## src/hdl/aes128_ctr_keystream_xor_unit_macros.svh

```systemverilog
// Assertion helpers for the counter-mode keystream unit.
// Both sample on i_clk and are switched off while i_rst_n is low.
`ifndef AES128_CTR_KEYSTREAM_XOR_UNIT_MACROS_SVH
`define AES128_CTR_KEYSTREAM_XOR_UNIT_MACROS_SVH

`define AESCTR_ASSERT_NOW(label, ante, cons, msg) \
    label: assert property (@(posedge i_clk) disable iff (!i_rst_n) (ante) |-> (cons)) \
        else $error(msg);

`define AESCTR_ASSERT_NEXT(label, ante, cons, msg) \
    label: assert property (@(posedge i_clk) disable iff (!i_rst_n) (ante) |=> (cons)) \
        else $error(msg);

`endif

```

## src/hdl/aesctr_pkg.sv

```systemverilog
`default_nettype none
package aesctr_pkg;

    localparam logic [1:0] REG_KEY_HIGH = 2'd0;
    localparam logic [1:0] REG_KEY_LOW  = 2'd1;
    localparam logic [1:0] REG_IV_HIGH  = 2'd2;
    localparam logic [1:0] REG_IV_LOW   = 2'd3;

    localparam logic [3:0] NUM_ROUNDS = 4'd10;
    localparam logic [4:0] BLOCK_BYTES = 5'd16;

    typedef struct packed {
        logic [127:0] ctr;
        logic [127:0] data;
        logic [4:0]   vb;
    } t_job;

    typedef struct packed {
        logic busy;
        logic finish;
    } t_eng_stat;

    localparam logic [7:0] SBOX [256] = '{
        8'h63, 8'h7c, 8'h77, 8'h7b, 8'hf2, 8'h6b, 8'h6f, 8'hc5,
        8'h30, 8'h01, 8'h67, 8'h2b, 8'hfe, 8'hd7, 8'hab, 8'h76,
        8'hca, 8'h82, 8'hc9, 8'h7d, 8'hfa, 8'h59, 8'h47, 8'hf0,
        8'had, 8'hd4, 8'ha2, 8'haf, 8'h9c, 8'ha4, 8'h72, 8'hc0,
        8'hb7, 8'hfd, 8'h93, 8'h26, 8'h36, 8'h3f, 8'hf7, 8'hcc,
        8'h34, 8'ha5, 8'he5, 8'hf1, 8'h71, 8'hd8, 8'h31, 8'h15,
        8'h04, 8'hc7, 8'h23, 8'hc3, 8'h18, 8'h96, 8'h05, 8'h9a,
        8'h07, 8'h12, 8'h80, 8'he2, 8'heb, 8'h27, 8'hb2, 8'h75,
        8'h09, 8'h83, 8'h2c, 8'h1a, 8'h1b, 8'h6e, 8'h5a, 8'ha0,
        8'h52, 8'h3b, 8'hd6, 8'hb3, 8'h29, 8'he3, 8'h2f, 8'h84,
        8'h53, 8'hd1, 8'h00, 8'hed, 8'h20, 8'hfc, 8'hb1, 8'h5b,
        8'h6a, 8'hcb, 8'hbe, 8'h39, 8'h4a, 8'h4c, 8'h58, 8'hcf,
        8'hd0, 8'hef, 8'haa, 8'hfb, 8'h43, 8'h4d, 8'h33, 8'h85,
        8'h45, 8'hf9, 8'h02, 8'h7f, 8'h50, 8'h3c, 8'h9f, 8'ha8,
        8'h51, 8'ha3, 8'h40, 8'h8f, 8'h92, 8'h9d, 8'h38, 8'hf5,
        8'hbc, 8'hb6, 8'hda, 8'h21, 8'h10, 8'hff, 8'hf3, 8'hd2,
        8'hcd, 8'h0c, 8'h13, 8'hec, 8'h5f, 8'h97, 8'h44, 8'h17,
        8'hc4, 8'ha7, 8'h7e, 8'h3d, 8'h64, 8'h5d, 8'h19, 8'h73,
        8'h60, 8'h81, 8'h4f, 8'hdc, 8'h22, 8'h2a, 8'h90, 8'h88,
        8'h46, 8'hee, 8'hb8, 8'h14, 8'hde, 8'h5e, 8'h0b, 8'hdb,
        8'he0, 8'h32, 8'h3a, 8'h0a, 8'h49, 8'h06, 8'h24, 8'h5c,
        8'hc2, 8'hd3, 8'hac, 8'h62, 8'h91, 8'h95, 8'he4, 8'h79,
        8'he7, 8'hc8, 8'h37, 8'h6d, 8'h8d, 8'hd5, 8'h4e, 8'ha9,
        8'h6c, 8'h56, 8'hf4, 8'hea, 8'h65, 8'h7a, 8'hae, 8'h08,
        8'hba, 8'h78, 8'h25, 8'h2e, 8'h1c, 8'ha6, 8'hb4, 8'hc6,
        8'he8, 8'hdd, 8'h74, 8'h1f, 8'h4b, 8'hbd, 8'h8b, 8'h8a,
        8'h70, 8'h3e, 8'hb5, 8'h66, 8'h48, 8'h03, 8'hf6, 8'h0e,
        8'h61, 8'h35, 8'h57, 8'hb9, 8'h86, 8'hc1, 8'h1d, 8'h9e,
        8'he1, 8'hf8, 8'h98, 8'h11, 8'h69, 8'hd9, 8'h8e, 8'h94,
        8'h9b, 8'h1e, 8'h87, 8'he9, 8'hce, 8'h55, 8'h28, 8'hdf,
        8'h8c, 8'ha1, 8'h89, 8'h0d, 8'hbf, 8'he6, 8'h42, 8'h68,
        8'h41, 8'h99, 8'h2d, 8'h0f, 8'hb0, 8'h54, 8'hbb, 8'h16
    };

    function automatic logic [7:0] xtime(input logic [7:0] x);
        return {x[6:0], 1'b0} ^ (x[7] ? 8'h1b : 8'h00);
    endfunction

    function automatic logic [7:0] rcon(input logic [3:0] rnd);
        logic [7:0] r;
        case (rnd)
            4'd1:    r = 8'h01;
            4'd2:    r = 8'h02;
            4'd3:    r = 8'h04;
            4'd4:    r = 8'h08;
            4'd5:    r = 8'h10;
            4'd6:    r = 8'h20;
            4'd7:    r = 8'h40;
            4'd8:    r = 8'h80;
            4'd9:    r = 8'h1b;
            4'd10:   r = 8'h36;
            default: r = 8'h00;
        endcase
        return r;
    endfunction

    function automatic logic [127:0] key_step(input logic [127:0] k, input logic [7:0] rc);
        logic [31:0] w3;
        logic [31:0] tmp;
        logic [31:0] n0;
        logic [31:0] n1;
        logic [31:0] n2;
        logic [31:0] n3;
        w3  = k[31:0];
        tmp = {SBOX[w3[23:16]] ^ rc, SBOX[w3[15:8]], SBOX[w3[7:0]], SBOX[w3[31:24]]};
        n0  = k[127:96] ^ tmp;
        n1  = k[95:64] ^ n0;
        n2  = k[63:32] ^ n1;
        n3  = w3 ^ n2;
        return {n0, n1, n2, n3};
    endfunction

    function automatic logic [127:0] aes_round(input logic [127:0] s, input logic last);
        logic [7:0]   t [16];
        logic [7:0]   u [16];
        logic [7:0]   a0;
        logic [7:0]   a1;
        logic [7:0]   a2;
        logic [7:0]   a3;
        logic [7:0]   all;
        logic [127:0] r;
        for (int i = 0; i < 16; i++) begin
            t[i] = SBOX[s[127-8*i -: 8]];
        end
        for (int c = 0; c < 4; c++) begin
            for (int rr = 0; rr < 4; rr++) begin
                u[4*c+rr] = t[4*((c+rr)%4)+rr];
            end
        end
        if (!last) begin
            for (int c = 0; c < 4; c++) begin
                a0  = u[4*c];
                a1  = u[4*c+1];
                a2  = u[4*c+2];
                a3  = u[4*c+3];
                all = a0 ^ a1 ^ a2 ^ a3;
                u[4*c]   = a0 ^ all ^ xtime(a0 ^ a1);
                u[4*c+1] = a1 ^ all ^ xtime(a1 ^ a2);
                u[4*c+2] = a2 ^ all ^ xtime(a2 ^ a3);
                u[4*c+3] = a3 ^ all ^ xtime(a3 ^ a0);
            end
        end
        for (int i = 0; i < 16; i++) begin
            r[127-8*i -: 8] = u[i];
        end
        return r;
    endfunction

    function automatic logic [127:0] byte_mask(input logic [4:0] vb);
        logic [127:0] m;
        for (int i = 0; i < 16; i++) begin
            m[127-8*i -: 8] = (5'(i) < vb) ? 8'hff : 8'h00;
        end
        return m;
    endfunction

endpackage
`default_nettype wire

```

## src/hdl/aesctr_queue.sv

```systemverilog
`default_nettype none
module aesctr_queue
    import aesctr_pkg::*;
(
    input  wire logic i_clk,
    input  wire logic i_rst_n,
    input  wire logic i_wr,
    input  t_job      i_wdata,
    input  wire logic i_rd,
    output t_job      o_rdata,
    output logic      o_full,
    output logic      o_empty
);

    t_job       r_mem [2];
    logic       r_wp;
    logic       r_rp;
    logic [1:0] r_cnt;

    assign o_full  = (r_cnt == 2'd2);
    assign o_empty = (r_cnt == 2'd0);
    assign o_rdata = r_mem[r_rp];

    always_ff @(posedge i_clk) begin
        if (i_wr) begin
            r_mem[r_wp] <= i_wdata;
        end
    end

    always_ff @(posedge i_clk) begin
        if (!i_rst_n) begin
            r_wp  <= 1'b0;
            r_rp  <= 1'b0;
            r_cnt <= 2'd0;
        end else begin
            if (i_wr) begin
                r_wp <= ~r_wp;
            end
            if (i_rd) begin
                r_rp <= ~r_rp;
            end
            case ({i_wr, i_rd})
                2'b10:   r_cnt <= r_cnt + 2'd1;
                2'b01:   r_cnt <= r_cnt - 2'd1;
                default: r_cnt <= r_cnt;
            endcase
        end
    end

endmodule
`default_nettype wire

```

## config.mk

```make
export PLATFORM = sky130hd
export DESIGN_NAME = aesctr_queue
export DESIGN_NICKNAME = d
export VERILOG_FILES = /design/src/hdl/aes128_ctr_keystream_xor_unit_macros.svh /design/src/hdl/aesctr_pkg.sv /design/src/hdl/aesctr_queue.sv
export SDC_FILE = /design/constraint.sdc
export NUM_CORES = 1
export LEC_CHECK = 0
export ABC_AREA = 1
export ABC_CLOCK_PERIOD_IN_PS = 39800
export BUFFER_PORTS_ARGS = -buffer_cell sky130_fd_sc_hd__buf_2
export CAP_MARGIN = 0
export CORE_UTILIZATION = 40
export DETAILED_ROUTE_END_ITERATION = 10
export PLACE_DENSITY = 0.66
export SKIP_CTS_REPAIR_TIMING = 1
export SLEW_MARGIN = 20
export SYNTH_ARGS = -nofsm -noshare
export SYNTH_HDL_FRONTEND = slang
export SYNTH_SLANG_ARGS = --single-unit
```

## constraint.sdc

```tcl
create_clock -name i_clk -period 39.8 [get_ports i_clk]
set_input_delay 5.97 -clock i_clk [delete_from_list [all_inputs] [get_ports i_clk]]
set_output_delay 5.97 -clock i_clk [all_outputs]
set_load 0.1 [all_outputs]
```

## After elaboration in Yosys (flattened, before gate mapping)

Memory sizes are Yosys's and may differ from the RTL's. A register that Yosys moved wholly into a read port is not among the register bits.
Cells that the tools add are included.

| cells by class | value |
|---|---|
| mux-type cells | 5 |
| add/sub/neg operators | 2 |
| equality and inequality tests | 3 |
| shifts and indexed selects | 0 |
| div/mod/pow operators | 0 |
| bitwise logic cells | 2 |
| reductions and logical operators | 2 |
| magnitude comparators | 0 |
| multiply operators | 0 |

Operators by type and width:

| operator | count |
|---|---|
| == test 2 bit (second input constant) | 2 |
| 2-to-1 mux 1 bit | 4 |
| one-hot mux 2 bit (2 select lines) | 1 |
| adder 2 x 1 -> 2 bit (second input constant) | 1 |
| == test 2 x 1 -> 1 bit (second input constant) | 1 |
| zero test 2 bit | 1 |
| inverter 1 bit | 2 |
| nonzero test 2 bit | 1 |
| subtractor 2 x 1 -> 2 bit (second input constant) | 1 |

| storage, ports and cells | value |
|---|---|
| word-level logic and storage cells | 18 |
| bits in latches | 0 |
| bits in writable memories | 522 |
| bits of input ports | 265 |
| memories | 1 |
| flip-flop bits (word level) | 4 |
| ROM bits | 0 |
| output and inout bits | 263 |

Memory list:

| memory | depth | width | read ports | clocked after Yosys merged registers in | write ports | RTL line | RTL |
|---|---|---|---|---|---|---|---|
| r_mem | 2 | 261 | 1 | 1 | 1 | aesctr_queue.sv:15 | `t_job r_mem [2];` |

## Logic depth before layout (Yosys ltp)

| depth | value |
|---|---|
| depth after elaboration | 3 |
| depth in mapped cells | 7 |
| mapped depth without buffers | 7 |

## Worst setup path before layout

Ideal clock, no wire load.

| timing | value |
|---|---|
| path kind | in2reg |
| start point | input port i_wr |
| end point | memory r_mem[0][0] in the netlist's numbering (enable) |
| slack | 21.953 ns |
| data required time | 38.905 ns |
| stages on the path | 2 |
| library setup time | 0.895 ns |
| data arrival time | 16.951 ns |
| buffers on the path | 0 |
| cells stage by stage | inv_1 nor2_1 |

| between the ends | value |
|---|---|
| longest elaborated chain between the ends | 2 |

Ends and longest elaborated chain:

| what | RTL line | RTL |
|---|---|---|
| start, declared | aesctr_queue.sv:7 | `input wire logic i_wr,` |
| 2-to-1 mux 1 bit | aesctr_queue.sv:25 | `if (i_wr) begin` |
| 2-to-1 mux 1 bit (not written as such) | aesctr_queue.sv:26 | `r_mem[r_wp] <= i_wdata;` |
| end, declared | aesctr_queue.sv:15 |  |

Every way passes these cells.

==> results summary <==
The floorplan has 81 rows. The flow ran to the end, and the final reports show no timing, DRC or antenna violations. The share of total power in combinational logic is 0.202. The maximum number of pins on one net before global-route repair came out at 120. By area the synthesized netlist is led by edfxtp_1 (79%), mux2_4 (14%), mux2_2 (4.0%). For this run, the number of Yosys warnings is 0. The switching power is 0.435 mW.

The area share of the leading cell type in the synthesized netlist came out at 0.790. The clock sink total came out at about 530. The final HPWL from detailed placement came out at roughly 28 mm. The fraction of layout instances using a drive strength above 1 is 0.607.

The combined area of all synthesized cells came out at 19,800 um2. The clock share of power came out at 0.339. The total of endpoints with negative setup slack in the final report came out at 0. The worst slew margin relative to its limit came out at 0.284. Setup repair after global routing left no endpoint under its margin. The final worst clock skew is 0.00865 ns. The buffer levels on the longest clock path is 3. The clock tree from TritonCTS is yes. The number of slew-limit violations in the final report came to 0. The critical path arrival is 4.14 ns. At the pin with the least slew margin, the transition time is 1.07 ns. The post-synthesis average cell area is 23.4 um2. In the synthesized netlist, the cells that appear most often are edfxtp_1 (522), mux2_4 (190), mux2_2 (71). The die is 225 um wide. The count of different cell masters after synthesis is 13.

The worst hold path class is register to register. The detail route stage leaves a number of antenna-violating nets equal to 0. The final routed DRC violation total is 0. The clock insertion delay at the later pin of the skew report is 0.57 ns. The cell area after placement came out at 23,100 um2.

The total clock buffers created by CTS is 53. CTS built an H-tree with a depth of 2. Summing over every cut layer, the via total after detailed routing is 9,788.

STA classifies the critical path endpoint as an output pin. Yosys mapped a number of flops with a built-in enable equal to 522. The total detailed-routing wirelength came out at 41.4 mm. The share of synthesized cell area in and, or, nand and nor gates is 0.00410. The total non-filler cell area in the finished layout is approximately 25,000 um2. The first TritonRoute pass finished after 4 iterations. The multiplexer share of the synthesized area is 0.184.

The power density over the cells is 57.3 nW/um2. The net count reported at finish is 1,676. The kind of start point of the critical path is a register.

The detail-routed via count per cell came out at 4.63. The net count after synthesis is 1,113. Of the total synthesized cell area, the portion taken by XOR and XNOR cells is 0. The maximum clock frequency is 0.0989 GHz. The global-route wire length before repair is between 50 and 60 mm. The fraction of the mapped netlist area in compound gates is 0.000505.

The number of global-route vias before repair came out at 9,966. The area added between synthesis and finish came out at 25.0%. The portion of the post-synthesis area used by sequential elements came out at 0.795. Routability-driven placement finished with a final weighted congestion of 0.777. The adder-cell share of the synthesized area is 0.000631. The floorplan die height came out at 225 um. The clock-pin slew on the worst setup and hold paths is about 0.06 ns.

Max-cap violations in this run came to 0. The cell sitting at the root of the clock tree is a clkbuf_16. Global routing finished with a remaining overflow of 0. The data required time at the worst endpoint is roughly 34 ns. The initial antenna violation count is 6. The first routing iteration left 515 violations. After synthesis, the largest family of logic cells by area is multiplexers. Of the available clock period, the critical path in the final layout requires 0.254. The number of port buffers is 527. The largest fanout of any net on the critical path came out at 56.

The time the final worst path needs with I/O delays and setup came out at ~10 ns. The most frequent cell after synthesis is edfxtp_1. The final count of hold timing violations came to 0. The area of the die is 50,500 um2. After detailed routing, the average wire length per cell comes to 19.6 um. The critical path is of the register to output pin type.

The largest total area in the synthesized netlist belongs to edfxtp_1. The count of state elements after synthesis is 527. The analysis attributes to cell leakage a power of ~9.7 nW. The boundary pin count is between 500 and 600. Internal power comes to between 0.9 and 1 mW. The global-route total usage across every layer came out at 0.156. Of the total power, registers draw 0.460.

Synthesis produced 847 cells. The net switching share of the total power is 0.306. The initial cell density of the core is 0.405. The maximum ir drop on the vdd rail came out at 40.0 uV. For this run, the leading register cell type out of synthesis is edfxtp_1. The floorplan core area came out at 49,000 um2. The setup TNS is 0 ns. The share of synthesized registers carrying an async set or reset is 0.
registers in the layout, summed over array words and instances (netlist names), named ones only:
register	cells
r_mem	522
r_cnt	2
r_rp	1
r_wp	1
logic make-up (layout without fill, tap and decap cells):
family	after synthesis	in the layout
AND/OR/NAND/NOR	21	21
other	0	4
buffers and inverters	35	636
AO/OA/AOI/OAI	2	2
adder cells (fa/ha/maj)	1	1
multiplexers	261	261
flip-flops	527	527
layout make-up:
type	count	area, um2
Sequential cell	527	15800
Multi-Input combinational cell	285	3760
Clock buffer	60	1350
Antenna cell	4	10.0
Clock inverter	33	325
Inverter	6	30.0
Timing Repair Buffer	537	2710
Fill cell	4035	24100
Tap cell	664	831
power groups by stage:
stage,combinational (mW),clock (mW),sequential (mW)
2_1_floorplan,0.244,0,0.670
3_3_place_gp,0.287,0,0.664
3_5_place_dp,0.289,0,0.665
4_1_cts,0.289,0.494,0.653
5_1_grt,0.295,0.513,0.655
6_report,0.287,0.481,0.653
critical path, cell delays in order (launching register included):
cell and delay, ns:
dfxtp_4 0.91, buf_4 0.89, buf_4 0.89, mux2_4 0.30, buf_2 0.42
worst paths after layout:
kind | startpoint | to | depth (start not counted) | slack (ns)
worst min register to register | r_rp | r_rp | 2 | 0.50
worst min-delay path | r_rp | r_rp | 2 | 0.50
worst max-delay path | register | o_rdata[129] | 4 | 29.69
worst max register to register | r_wp | r_mem[1][134] | 3 | 37.15
cell usage in the layout (no fill, tap or decap), types with 5 or more instances in the layout:
master / instances
clkinv_1: 8
edfxtp_1: 522
nand2_1: 8
buf_4: 10
clkbuf_16: 53
mux2_2: 71
bufinv_16: 6
clkinv_2: 13
inv_1: 5
clkbuf_1: 7
buf_2: 527
nor2_1: 11
mux2_4: 190
layer usage:
| layer | vias to the layer above | track usage | part of all wire | wire length [um] |
|---|---|---|---|---|
| met3 | 73 | 0.0436 | 0.070 | 2920 |
| met2 | 325 | 0.272 | 0.52 | 21600 |
| met5 | - | 0 | 0.00085 | 35 |
| li1 | 4497 | - | - | - |
| met1 | 4887 | 0.180 | 0.38 | 15800 |
| met4 | 6 | 0.0621 | 0.026 | 1070 |
metrics by stage:
step / util / total power [mW] / hold WS [ns] / instances / worst slack, ns
after floorplan: - / 0.914 / 0.463 / 847 / 21.95
after global placement: 0.472 / 0.950 / 0.476 / 2019 / 30.31
after detailed placement: 0.472 / 0.954 / 0.492 / 2019 / 30.24
after CTS: 0.507 / 1.44 / 0.502 / 2112 / 29.61
after global routing: 0.507 / 1.46 / 0.550 / 2115 / 29.44
final: 0.507 / 1.42 / 0.499 / 2116 / 29.69
(Power assumes the default switching activity.)
