## src/hdl/aes128_ctr_keystream_xor_unit_macros.svh

```systemverilog
// Assertion helpers for the counter-mode keystream unit.
// Both sample on i_clk and are switched off while i_rst_n is low.
`ifndef AES128_CTR_KEYSTREAM_XOR_UNIT_MACROS_SVH
`define AES128_CTR_KEYSTREAM_XOR_UNIT_MACROS_SVH

`define AESCTR_ASSERT_NOW(label, ante, cons, msg) \
    label: assert property (@(posedge i_clk) disable iff (!i_rst_n) (ante) |-> (cons)) \
        else $error(msg);

`define AESCTR_ASSERT_NEXT(label, ante, cons, msg) \
    label: assert property (@(posedge i_clk) disable iff (!i_rst_n) (ante) |=> (cons)) \
        else $error(msg);

`endif

```

## src/hdl/aesctr_pkg.sv

```systemverilog
`default_nettype none
package aesctr_pkg;

    localparam logic [1:0] REG_KEY_HIGH = 2'd0;
    localparam logic [1:0] REG_KEY_LOW  = 2'd1;
    localparam logic [1:0] REG_IV_HIGH  = 2'd2;
    localparam logic [1:0] REG_IV_LOW   = 2'd3;

    localparam logic [3:0] NUM_ROUNDS = 4'd10;
    localparam logic [4:0] BLOCK_BYTES = 5'd16;

    typedef struct packed {
        logic [127:0] ctr;
        logic [127:0] data;
        logic [4:0]   vb;
    } t_job;

    typedef struct packed {
        logic busy;
        logic finish;
    } t_eng_stat;

    localparam logic [7:0] SBOX [256] = '{
        8'h63, 8'h7c, 8'h77, 8'h7b, 8'hf2, 8'h6b, 8'h6f, 8'hc5,
        8'h30, 8'h01, 8'h67, 8'h2b, 8'hfe, 8'hd7, 8'hab, 8'h76,
        8'hca, 8'h82, 8'hc9, 8'h7d, 8'hfa, 8'h59, 8'h47, 8'hf0,
        8'had, 8'hd4, 8'ha2, 8'haf, 8'h9c, 8'ha4, 8'h72, 8'hc0,
        8'hb7, 8'hfd, 8'h93, 8'h26, 8'h36, 8'h3f, 8'hf7, 8'hcc,
        8'h34, 8'ha5, 8'he5, 8'hf1, 8'h71, 8'hd8, 8'h31, 8'h15,
        8'h04, 8'hc7, 8'h23, 8'hc3, 8'h18, 8'h96, 8'h05, 8'h9a,
        8'h07, 8'h12, 8'h80, 8'he2, 8'heb, 8'h27, 8'hb2, 8'h75,
        8'h09, 8'h83, 8'h2c, 8'h1a, 8'h1b, 8'h6e, 8'h5a, 8'ha0,
        8'h52, 8'h3b, 8'hd6, 8'hb3, 8'h29, 8'he3, 8'h2f, 8'h84,
        8'h53, 8'hd1, 8'h00, 8'hed, 8'h20, 8'hfc, 8'hb1, 8'h5b,
        8'h6a, 8'hcb, 8'hbe, 8'h39, 8'h4a, 8'h4c, 8'h58, 8'hcf,
        8'hd0, 8'hef, 8'haa, 8'hfb, 8'h43, 8'h4d, 8'h33, 8'h85,
        8'h45, 8'hf9, 8'h02, 8'h7f, 8'h50, 8'h3c, 8'h9f, 8'ha8,
        8'h51, 8'ha3, 8'h40, 8'h8f, 8'h92, 8'h9d, 8'h38, 8'hf5,
        8'hbc, 8'hb6, 8'hda, 8'h21, 8'h10, 8'hff, 8'hf3, 8'hd2,
        8'hcd, 8'h0c, 8'h13, 8'hec, 8'h5f, 8'h97, 8'h44, 8'h17,
        8'hc4, 8'ha7, 8'h7e, 8'h3d, 8'h64, 8'h5d, 8'h19, 8'h73,
        8'h60, 8'h81, 8'h4f, 8'hdc, 8'h22, 8'h2a, 8'h90, 8'h88,
        8'h46, 8'hee, 8'hb8, 8'h14, 8'hde, 8'h5e, 8'h0b, 8'hdb,
        8'he0, 8'h32, 8'h3a, 8'h0a, 8'h49, 8'h06, 8'h24, 8'h5c,
        8'hc2, 8'hd3, 8'hac, 8'h62, 8'h91, 8'h95, 8'he4, 8'h79,
        8'he7, 8'hc8, 8'h37, 8'h6d, 8'h8d, 8'hd5, 8'h4e, 8'ha9,
        8'h6c, 8'h56, 8'hf4, 8'hea, 8'h65, 8'h7a, 8'hae, 8'h08,
        8'hba, 8'h78, 8'h25, 8'h2e, 8'h1c, 8'ha6, 8'hb4, 8'hc6,
        8'he8, 8'hdd, 8'h74, 8'h1f, 8'h4b, 8'hbd, 8'h8b, 8'h8a,
        8'h70, 8'h3e, 8'hb5, 8'h66, 8'h48, 8'h03, 8'hf6, 8'h0e,
        8'h61, 8'h35, 8'h57, 8'hb9, 8'h86, 8'hc1, 8'h1d, 8'h9e,
        8'he1, 8'hf8, 8'h98, 8'h11, 8'h69, 8'hd9, 8'h8e, 8'h94,
        8'h9b, 8'h1e, 8'h87, 8'he9, 8'hce, 8'h55, 8'h28, 8'hdf,
        8'h8c, 8'ha1, 8'h89, 8'h0d, 8'hbf, 8'he6, 8'h42, 8'h68,
        8'h41, 8'h99, 8'h2d, 8'h0f, 8'hb0, 8'h54, 8'hbb, 8'h16
    };

    function automatic logic [7:0] xtime(input logic [7:0] x);
        return {x[6:0], 1'b0} ^ (x[7] ? 8'h1b : 8'h00);
    endfunction

    function automatic logic [7:0] rcon(input logic [3:0] rnd);
        logic [7:0] r;
        case (rnd)
            4'd1:    r = 8'h01;
            4'd2:    r = 8'h02;
            4'd3:    r = 8'h04;
            4'd4:    r = 8'h08;
            4'd5:    r = 8'h10;
            4'd6:    r = 8'h20;
            4'd7:    r = 8'h40;
            4'd8:    r = 8'h80;
            4'd9:    r = 8'h1b;
            4'd10:   r = 8'h36;
            default: r = 8'h00;
        endcase
        return r;
    endfunction

    function automatic logic [127:0] key_step(input logic [127:0] k, input logic [7:0] rc);
        logic [31:0] w3;
        logic [31:0] tmp;
        logic [31:0] n0;
        logic [31:0] n1;
        logic [31:0] n2;
        logic [31:0] n3;
        w3  = k[31:0];
        tmp = {SBOX[w3[23:16]] ^ rc, SBOX[w3[15:8]], SBOX[w3[7:0]], SBOX[w3[31:24]]};
        n0  = k[127:96] ^ tmp;
        n1  = k[95:64] ^ n0;
        n2  = k[63:32] ^ n1;
        n3  = w3 ^ n2;
        return {n0, n1, n2, n3};
    endfunction

    function automatic logic [127:0] aes_round(input logic [127:0] s, input logic last);
        logic [7:0]   t [16];
        logic [7:0]   u [16];
        logic [7:0]   a0;
        logic [7:0]   a1;
        logic [7:0]   a2;
        logic [7:0]   a3;
        logic [7:0]   all;
        logic [127:0] r;
        for (int i = 0; i < 16; i++) begin
            t[i] = SBOX[s[127-8*i -: 8]];
        end
        for (int c = 0; c < 4; c++) begin
            for (int rr = 0; rr < 4; rr++) begin
                u[4*c+rr] = t[4*((c+rr)%4)+rr];
            end
        end
        if (!last) begin
            for (int c = 0; c < 4; c++) begin
                a0  = u[4*c];
                a1  = u[4*c+1];
                a2  = u[4*c+2];
                a3  = u[4*c+3];
                all = a0 ^ a1 ^ a2 ^ a3;
                u[4*c]   = a0 ^ all ^ xtime(a0 ^ a1);
                u[4*c+1] = a1 ^ all ^ xtime(a1 ^ a2);
                u[4*c+2] = a2 ^ all ^ xtime(a2 ^ a3);
                u[4*c+3] = a3 ^ all ^ xtime(a3 ^ a0);
            end
        end
        for (int i = 0; i < 16; i++) begin
            r[127-8*i -: 8] = u[i];
        end
        return r;
    endfunction

    function automatic logic [127:0] byte_mask(input logic [4:0] vb);
        logic [127:0] m;
        for (int i = 0; i < 16; i++) begin
            m[127-8*i -: 8] = (5'(i) < vb) ? 8'hff : 8'h00;
        end
        return m;
    endfunction

endpackage
`default_nettype wire

```

## src/hdl/aesctr_front.sv

```systemverilog
`default_nettype none
module aesctr_front
    import aesctr_pkg::*;
(
    input  wire logic         i_clk,
    input  wire logic         i_rst_n,
    input  wire logic         i_accept,
    input  wire logic         i_first_block,
    input  wire logic [63:0]  i_data_high,
    input  wire logic [63:0]  i_data_low,
    input  wire logic [4:0]   i_valid_bytes,
    input  wire logic [127:0] i_iv,
    output t_job              o_job
);

    logic [127:0] r_ctr;
    logic [127:0] n_ctr;
    logic [127:0] w_ctr_use;

    assign w_ctr_use = i_first_block ? i_iv : r_ctr;
    assign n_ctr     = w_ctr_use + 128'd1;

    always_comb begin
        o_job.ctr  = w_ctr_use;
        o_job.data = {i_data_high, i_data_low};
        o_job.vb   = (i_valid_bytes > BLOCK_BYTES) ? BLOCK_BYTES : i_valid_bytes;
    end

    always_ff @(posedge i_clk) begin
        if (!i_rst_n) begin
            r_ctr <= '0;
        end else if (i_accept) begin
            r_ctr <= n_ctr;
        end
    end

endmodule
`default_nettype wire

```

## config.mk

```make
export PLATFORM = sky130hd
export DESIGN_NAME = aesctr_front
export DESIGN_NICKNAME = d
export VERILOG_FILES = /design/src/hdl/aes128_ctr_keystream_xor_unit_macros.svh /design/src/hdl/aesctr_pkg.sv /design/src/hdl/aesctr_front.sv
export SDC_FILE = /design/constraint.sdc
export NUM_CORES = 1
export LEC_CHECK = 0
export BUFFER_PORTS_ARGS = -buffer_cell sky130_fd_sc_hd__buf_2
export CORE_AREA = 2 2 207 209
export CTS_BUF_LIST = sky130_fd_sc_hd__clkbuf_4 sky130_fd_sc_hd__clkbuf_8 sky130_fd_sc_hd__clkbuf_16
export DETAILED_ROUTE_END_ITERATION = 10
export DIE_AREA = 0 0 209 211
export SETUP_SLACK_MARGIN = 0.2
export SYNTH_ARGS = -nofsm -noshare
export SYNTH_HDL_FRONTEND = slang
export SYNTH_SLANG_ARGS = --single-unit
```

## constraint.sdc

```tcl
create_clock -name i_clk -period 7.2 [get_ports i_clk]
set_clock_uncertainty 0.2 [all_clocks]
set_input_delay 1.08 -clock i_clk [delete_from_list [all_inputs] [get_ports i_clk]]
set_output_delay 1.08 -clock i_clk [all_outputs]
set_load 0.1 [all_outputs]
```

# Yosys cells after proc, flatten, opt, wreduce, memory -nomap -nowiden
# Index checks and enable logic that the tools add are counted.
# word_totals
out_inout_bits	261
register_bits	128
# classes
n_addsub	1
magnitude_cmp	1
mux	2
# ops
op	count
$add 128x1->128 const B	1
$mux 128	1
$gt 5x5->1 const B	1
$mux 5	1

# Logic depth before layout (Yosys ltp)
# Gate-level depths: netlist of run 1.
# logic_depth
ltp_word	2
ltp_mapped	22

# Worst setup path before layout of run 1
# Ideal clock, no wire load.
# synth_path
path_type	in2reg
start	input port i_first_block
end	register r_ctr[114]
setup_slack_ns	0.785
path_buffers	12
setup_time_ns	0.062
cell_stages	21
arrival_ns	6.153
path_cell_list	buf_6 > buf_6 > buf_6 > buf_4 > buf_2 > buf_4 > buf_4 > buf_2 > buf_2 > buf_2 > buf_2 > clkbuf_1 > mux2_2 > ha_1 > nand4b_1 > a22oi_1 > nand4_1 > or4_4 > or4_4 > or3_1 > nand3_1
# synth_lines
item	line	source
start: declaration	aesctr_front.sv:8	input wire logic i_first_block,
end signal: assignment	aesctr_front.sv:33	r_ctr <= n_ctr;
end: declaration	aesctr_front.sv:16	logic [127:0] r_ctr;

# Worst setup path in the final report of run 1
# layout_path
start	input port i_first_block
end	register r_ctr[119]
# layout_via
elab_chain_cells	2
# layout_lines
item	line	source
$mux 128	aesctr_front.sv:20	assign w_ctr_use = i_first_block ? i_iv : r_ctr;
$add 128x1->128	aesctr_front.sv:21	assign n_ctr = w_ctr_use + 128'd1;
# Every way passes these cells.
# A chain may end at the register's enable or synchronous reset.

==> impl_results.md, run 1 <==
- CP Class: in2reg
- Worst path max stage delay: around 1.0 ns
- Nets: ~2000
- Regs by FF count: r_ctr: 128 flops
- Yosys top cell area share: 21.5%
- Layout cells sized above 1: 24.4%
- Status: finished clean
- Clk slew on worst S/H paths: roughly 0.070 ns
- Critical path endpoint category: flip-flop
- DIE AREA: ~44000 µm²
- Routed Antenna Nets: 0
- First-pass GRT wire length: about 80 mm
- Max Fclk: between 150 and 200 MHz
- Largest net degree at the start of global routing: ~140
- Tmin final: 5.10 ns
- Psw: 1.13 mW
- CTS buffer count: 17
- Seq pwr share: slightly below 30%
- Logic pwr share: 33.1%
- Critical Path, Cell by Cell: buf_8 -> buf_12 -> mux2i_1 -> a21oi_1 -> nand4_1 -> or3_1 -> nor4_1 -> a31oi_1 -> a221o_1
- Number of synthesized flops with an enable pin: 0
- CTS root buf: clkbuf_16
- DR DRC count: 0
- Setup TNS: 0 ns
- Syn_area_per_cell: about 7.4 µm²
- Port Buffers: 269
- Dpl cells: 2214
- Non-Filler Instances: 2250
- Hold Violations, Final: 0
- Main combinational cell family by area after synthesis: simple AND/OR/NAND/NOR gates
- Warnings from Yosys: 0
- Hold WC Path Type: reg2reg
- GRT met3 Usage: 5.81%
- Worst-Skew Late Latency: around 0.45 ns
- Number of global-route vias before repair: between 10000 and 15000
- Number of flip-flops in the largest register: approximately 130
- Mapped Cells: 1601
- Synth Area in Adders: 0.105%
- GRT Util Overall: between 20% and 30%
- Grt ovf: 0
- Main synth FF type: dfxtp_1
- Synth Area in Simple Gates: a little over a third
- Clock tree buffer depth: 2
- Post-synth top area cell: dfxtp_1
- Commonest non-fill, non-tap cell in the layout: buf_2
- Die width: approximately 210 µm
- First-pass iteration count of the detailed router: 6
- Power density cells: 201 nW/µm²
- GRT met2 Usage: 39.4%
- Wire per inst: between 20 and 25 µm
- H-Tree Depth: 4
- Sink Count: approximately 130
- Cell Area, Synth: 11900 µm²
- RePlAce Congestion: ~0.96
- Crit path DAT: approximately 5.2 ns
- Clock power frac: between 30% and 40%
- Critical Path Fanout Max: 140
- #FFs+latches synth: between 100 and 150
- Worst-Margin Slew: approximately 1.2 ns
- CTS Hold Bufs: 0
- CTS tree: built
- Unique cell type count in the Yosys netlist: 63
- Req. time, crit path: 7.34 ns
- Rows: between 70 and 80
- Final wirelength: roughly 55 mm
- Largest cells by area after synthesis: dfxtp_1 (22%), nand3_1 (8.8%), buf_4 (8.5%)
- Vias: 13400
- RSZ-0062 raised after global routing: no
- Most frequent cells in the layout: buf_2 (268), nand3_1 (209), nand2_1 (168), dfxtp_1 (128), nor2_1 (80)
- Max_cap viols: 0
- Sw Ratio: 42.0%
- Core Region: approximately 42000 µm²
- Cell Int Power: 1.56 mW
- Reg with most FFs: r_ctr
- Via/cell ratio: 5.95
- VDD IR max: about 150 µV
- Post-synth ARST share: 0%
- Initial core utilization: about 28%
- Relative slew slack: between 10% and 20%
- Layout area overhead: 12.7%
- Multiplexer area fraction after synthesis: 12.9%
- Initial antenna violation count: 5
- Xor and xnor area share after synthesis: 3.09%
- LEAKAGE: about 5.4 nW
- 1st-iter DRT viols: roughly 1400
- Final setup viols: 0
- Slew Limit Fails: 0
- Synth Area in Compound Gates: around an eighth
- GR peak layer: met2
- Post-CTS setup buffers: 0
- Io pins: about 530
- Post-DP HPWL: roughly 43 mm
- GR Util met1: between 30% and 40%
- Slowest stage cell, crit path: nor4_1
- Register area share after synthesis: a little over a fifth
- Fin crit share: between 70% and 80%
- Worst R2R Path Depth: 7
- Hold path depth: 2
- Die Span Y: approximately 210 µm
- Post-cts resize count: 0
- Syn nets: 1867
- Launching element type of the critical path: input port
## power by group through the flow
stage | combinational (mW) | clock (mW) | sequential, mW
after floorplan | 1.02 | 0 | 0.787
after global placement | 0.881 | 0 | 0.801
after detailed placement | 0.885 | 0 | 0.802
after CTS | 0.887 | 1.02 | 0.786
after global routing | 0.927 | 1.04 | 0.793
final | 0.890 | 1.01 | 0.788
## layer usage
metal	wire length, µm	share of wire, %
met1	22200	40
met2	25800	47
met3	5120	9.2
met4	2340	4.2
met5	11	0.020
## critical path: cells and delay by family
family | cells | cell delay, ns
AO/OA/AOI/OAI | 3 | 0.72
buffers and inverters | 2 | 1.02
multiplexers | 1 | 0.22
AND/OR/NAND/NOR | 3 | 1.96
## synth_stat cells (6+ instances only)
library cell and count:
inv_1 55, nand4_1 75, a31oi_1 16, nand2b_1 10, a211oi_1 13, o21a_1 6, a22oi_1 28, nand3_1 209
nand4b_1 22, o22ai_1 7, xnor2_1 37, clkbuf_1 54, mux2i_1 77, or2_2 6, nor2_1 81, and3_1 21
nor3_1 34, buf_2 16, mux2_2 68, a21oi_1 32, buf_4 135, o211ai_1 26, nand3b_1 42, or3_1 20
nor4_1 35, a311o_1 20, dfxtp_1 128, nor2b_1 13, nand2_1 169, nor4b_1 7, or4_1 21, o21ai_0 36
and4_1 11
## cells by family (layout without fill, tap and decap cells)
kind of cell	Yosys count	in the layout
compound gates	220	220
mux	145	145
other cells	0	4
fa+ha+maj	1	1
simple gates	794	794
buf+inv	271	377
xor+xnor	42	42
flops	128	128
## through the flow
step | setup slack, ns | power (mW) | hold slack [ns] | utilization [%] | area, µm²
6_report | 2.10 | 2.69 | 0.252 | 32.1 | 13400
3_3_place_gp | 1.95 | 1.68 | 0.236 | 30.5 | 12700
3_5_place_dp | 1.82 | 1.69 | 0.242 | 30.5 | 12700
2_1_floorplan | 0.785 | 1.81 | 0.221 | - | 11900
5_1_grt | 1.90 | 2.76 | 0.284 | 32.1 | 13400
4_1_cts | 2.30 | 2.70 | 0.255 | 32.1 | 13400
## path summary, 6_finish.rpt
kind                           start                       to  slack (ns)
max reg2reg   r_ctr[13]$_SDFFE_PN0P_  r_ctr[119]$_SDFFE_PN0P_        3.30
min reg2reg  r_ctr[127]$_SDFFE_PN0P_  r_ctr[127]$_SDFFE_PN0P_        0.25
min          r_ctr[127]$_SDFFE_PN0P_  r_ctr[127]$_SDFFE_PN0P_        0.25
max                    i_first_block  r_ctr[119]$_SDFFE_PN0P_        2.10
## cell type report
class / count / area, µm²
Inverter: 56 / 210
Clock inverter: 13 / 211
Tap cell: 539 / 674
Sequential cell: 128 / 2560
Multi-Input combinational cell: 1202 / 7770
Antenna cell: 4 / 10.0
Clock buffer: 19 / 447
Timing Repair Buffer: 289 / 1520
Fill cell: 4549 / 28400
(Power assumes the default switching activity.)
==> run 2, diff against run 1 <==
--- a/config.mk
+++ b/config.mk
@@ -5,11 +5,12 @@
 export SDC_FILE = /design/constraint.sdc
 export NUM_CORES = 1
 export LEC_CHECK = 0
+export ABC_AREA = 1
 export BUFFER_PORTS_ARGS = -buffer_cell sky130_fd_sc_hd__buf_2
-export CORE_AREA = 2 2 207 209
+export CORE_AREA = 2 2 206 208
 export CTS_BUF_LIST = sky130_fd_sc_hd__clkbuf_4 sky130_fd_sc_hd__clkbuf_8 sky130_fd_sc_hd__clkbuf_16
 export DETAILED_ROUTE_END_ITERATION = 10
-export DIE_AREA = 0 0 209 211
+export DIE_AREA = 0 0 208 210
 export SETUP_SLACK_MARGIN = 0.2
 export SYNTH_ARGS = -nofsm -noshare
 export SYNTH_HDL_FRONTEND = slang
==> constraint.sdc (replaced) <==
create_clock -name i_clk -period 5.22 [get_ports i_clk]
set_clock_uncertainty 0.2 [all_clocks]
set_input_delay 0.783 -clock i_clk [delete_from_list [all_inputs] [get_ports i_clk]]
set_output_delay 0.783 -clock i_clk [all_outputs]
set_load 0.1 [all_outputs]
==> run 2 against run 1 <==
Area after synthesis increased by 7.0%. Largest cell class unchanged. Final cell count rose by 35%. Count of clock-buffer cells in the layout grew 1. Critical endpoint is now r_ctr[127]$_SDFFE_PN0P_. Hold slack improved by 0.061 ns. Die area fell by 0.95%.
==> impl_results.md, run 2 <==
- Status: finished clean
- PnR worst setup slack: around 1.3 ns
- Worst path max stage delay: 0.43 ns
- LEAKAGE: approximately 6.5 nW
- Syn_area_per_cell: between 5 and 6 µm²
- Worst R2R Path Depth: 13
- Most frequent cells in the layout: nand2_1 (876), nor2_1 (506), buf_2 (267), inv_1 (211), dfxtp_1 (128)
- Initial core utilization: a little under a third
- Hold WC Path Type: reg2reg
- Core Region: slightly above 40000 µm²
- Tmin final: 3.88 ns
- Largest net degree at the start of global routing: between 100 and 150
- Slowest stage cell, crit path: inv_8
- Commonest non-fill, non-tap cell in the layout: nand2_1
- Final hold slack: 0.312 ns
- Power density cells: 263 nW/µm²
- #FFs+latches synth: roughly 130
- Setup TNS: 0 ns
- RePlAce Congestion: a little under 1
- Final setup viols: 0
- Register area share after synthesis: 20.1%
- Layout area overhead: 10.0%
- Post-CTS setup buffers: 0
- Unique cell type count in the Yosys netlist: 33
- Via/cell ratio: about 5
- Clock tree buffer depth: 2
- Hold path depth: 2
- Worst-Skew Late Latency: between 0.4 and 0.5 ns
- Util after Layout: approximately a third
- Relative slew slack: a little under half
- Syn nets: roughly 2700
- Largest cells by area after synthesis: nand2_1 (26%), dfxtp_1 (20%), nor2_1 (15%)
- CTS buffer count: 17
- Vias: 15200
- Final wirelength: between 60 and 70 mm
- Nets: 2751
- Critical path endpoint category: flip-flop
- Max_cap viols: 0
- Hold_sp: r_ctr[111]$_SDFFE_PN0P_
- Rows: 75
- Most numerous cell on the critical path: nand2_1
- Critical Path Fanout Max: just under 100
- DR DRC count: 0
- Port Buffers: roughly 270
- Critical Path, Cell by Cell: buf_4 -> inv_8 -> nand2_1 -> nand2_1 -> nand2_1 -> nor2_2 -> nand2_1 -> nor2_2 -> nand2_1 -> nor2_4 -> nand2_1 -> nand2_1 -> nand3_1 -> nand2_1 -> inv_1
- DP Worst Slack: about 1.0 ns
- Kind of cell adding the most delay to the critical path: simple AND/OR/NAND/NOR gates
- Slew Limit Fails: 0
- Post-synth ARST share: 0%
- Commonest cells post-synth: nand2_1 (876), nor2_1 (506), inv_1 (211)
- CTS Hold Bufs: 0
- Most frequent cell after synthesis: nand2_1
- VDD IR max: ~210 µV
- Number of flip-flops in the largest register: around 130
- Post-synth top area cell: nand2_1
- Hold Violations, Final: 0
- Grt ovf: 0
- Main synth FF type: dfxtp_1
- Worst flop-to-flop path startpoint: r_ctr[55]$_SDFFE_PN0P_
- CTS root buf: clkbuf_16
- Io pins: roughly 530
- RSZ-0062 raised after global routing: no
- Crit path launch: i_first_block
- Fin crit share: between 70% and 80%
- Post-DP HPWL: 49.5 mm
- GRT Util Overall: between 20% and 30%
- WP buf/inv: 3
- DIE AREA: approximately 44000 µm²
- Warnings from Yosys: 0
- Max Fclk: 258 MHz
- Yosys top cell area share: roughly a quarter
- Launching element type of the critical path: input port
- Layout cells sized above 1: between 10% and 20%
- Sink Count: about 130
- Cell Area, Synth: roughly 13000 µm²
- Mapped Cells: ~2400
- Post-cts resize count: 0
- Clk slew on worst S/H paths: ~0.060 ns
- Initial antenna violation count: 2
- Crit path DAT: 4.05 ns
- Die Span Y: 210 µm
- First-pass iteration count of the detailed router: 8
- Req. time, crit path: around 5.4 ns
- Number of global-route vias before repair: 14000
- Regs by FF count: r_ctr: 128 flops
- First-pass GRT wire length: about 90 mm
- H-Tree Depth: 4
- CP Class: in2reg
- Number of synthesized flops with an enable pin: 0
- Reg with most FFs: r_ctr
- Wire per inst: slightly above 20 µm
- 1st-iter DRT viols: around 1600
- Routed Antenna Nets: 0
- CTS tree: built
- Die width: between 200 and 250 µm
- Worst-Margin Slew: slightly above 0.8 ns
- Logic depth of the worst setup path including buffers: 15
==> run 2: changes by cell type after synthesis, moves of 32 or more <==
| cell | previous run | this run |
|---|---|---|
| nand2_1 | 169 | 876 |
| nor2_1 | 81 | 506 |
| inv_1 | 55 | 211 |
| nand3_1 | 209 | 123 |
| mux2i_1 | 77 | 0 |
| nand4_1 | 75 | 2 |
| mux2_2 | 68 | 0 |
| o21ai_0 | 36 | 102 |
| nand2_2 | 1 | 48 |
| nor2_2 | 0 | 43 |
| nor4_1 | 35 | 0 |
| nor3_1 | 34 | 0 |
| a21oi_1 | 32 | 65 |
| nand3b_1 | 42 | 10 |
==> run 2: routing by layer <==
layer,vias to the layer above,wire length [µm],global-route usage (%)
met5,-,0,0
met4,0,2210,11.2
met3,118,4950,5.38
met2,693,26800,42.4
met1,6977,27800,38.0
li1,7382,-,-
==> run 2: cells by family (layout without fill, tap and decap cells) <==
family / Yosys count / count (layout) / share of synthesized area (%)
other cells: 0 / 1 / 0
simple gates: 1630 / 1630 / 52.5
flops: 128 / 128 / 20.1
compound gates: 187 / 187 / 7.63
xor+xnor: 27 / 27 / 1.86
buf+inv: 415 / 525 / 17.8
fa+ha+maj: 1 / 1 / 0.0983
==> run 2: final timing paths <==
kind                              to  slack [ns]
max          r_ctr[127]$_SDFFE_PN0P_        1.34
min          r_ctr[111]$_SDFFE_PN0P_        0.31
max reg2reg  r_ctr[127]$_SDFFE_PN0P_        2.15
min reg2reg  r_ctr[111]$_SDFFE_PN0P_        0.31
==> run 2: metrics by stage <==
stage                     instance area, µm²  cells  power, mW
after floorplan                        12700   2388       2.61
after global placement                 13400   3005       2.42
after detailed placement               13400   3005       2.43
after CTS                              14000   3037       3.70
after global routing                   14000   3037       3.83
final                                  14000   3038       3.68
==> run 2: layout make-up <==
type	instances	area, µm²
Clock inverter	12	135
Fill cell	4861	27500
Inverter	216	820
Clock buffer	20	460
Antenna cell	1	2.50
Tap cell	539	674
Sequential cell	128	2560
Multi-Input combinational cell	1845	7910
Timing Repair Buffer	277	1440
==> run 2: tightest hold or removal path, stage by stage (launching register included) <==
cell and delay (ns):
dfxtp_1 0.32, o21ai_0 0.07, nor2_1 0.09
==> run 2: report_power, final <==
group	switching, mW	internal, mW
Combinational	1.09	0.243
Sequential	0.0372	1.05
Clock	0.537	0.734
Total	1.66	2.02
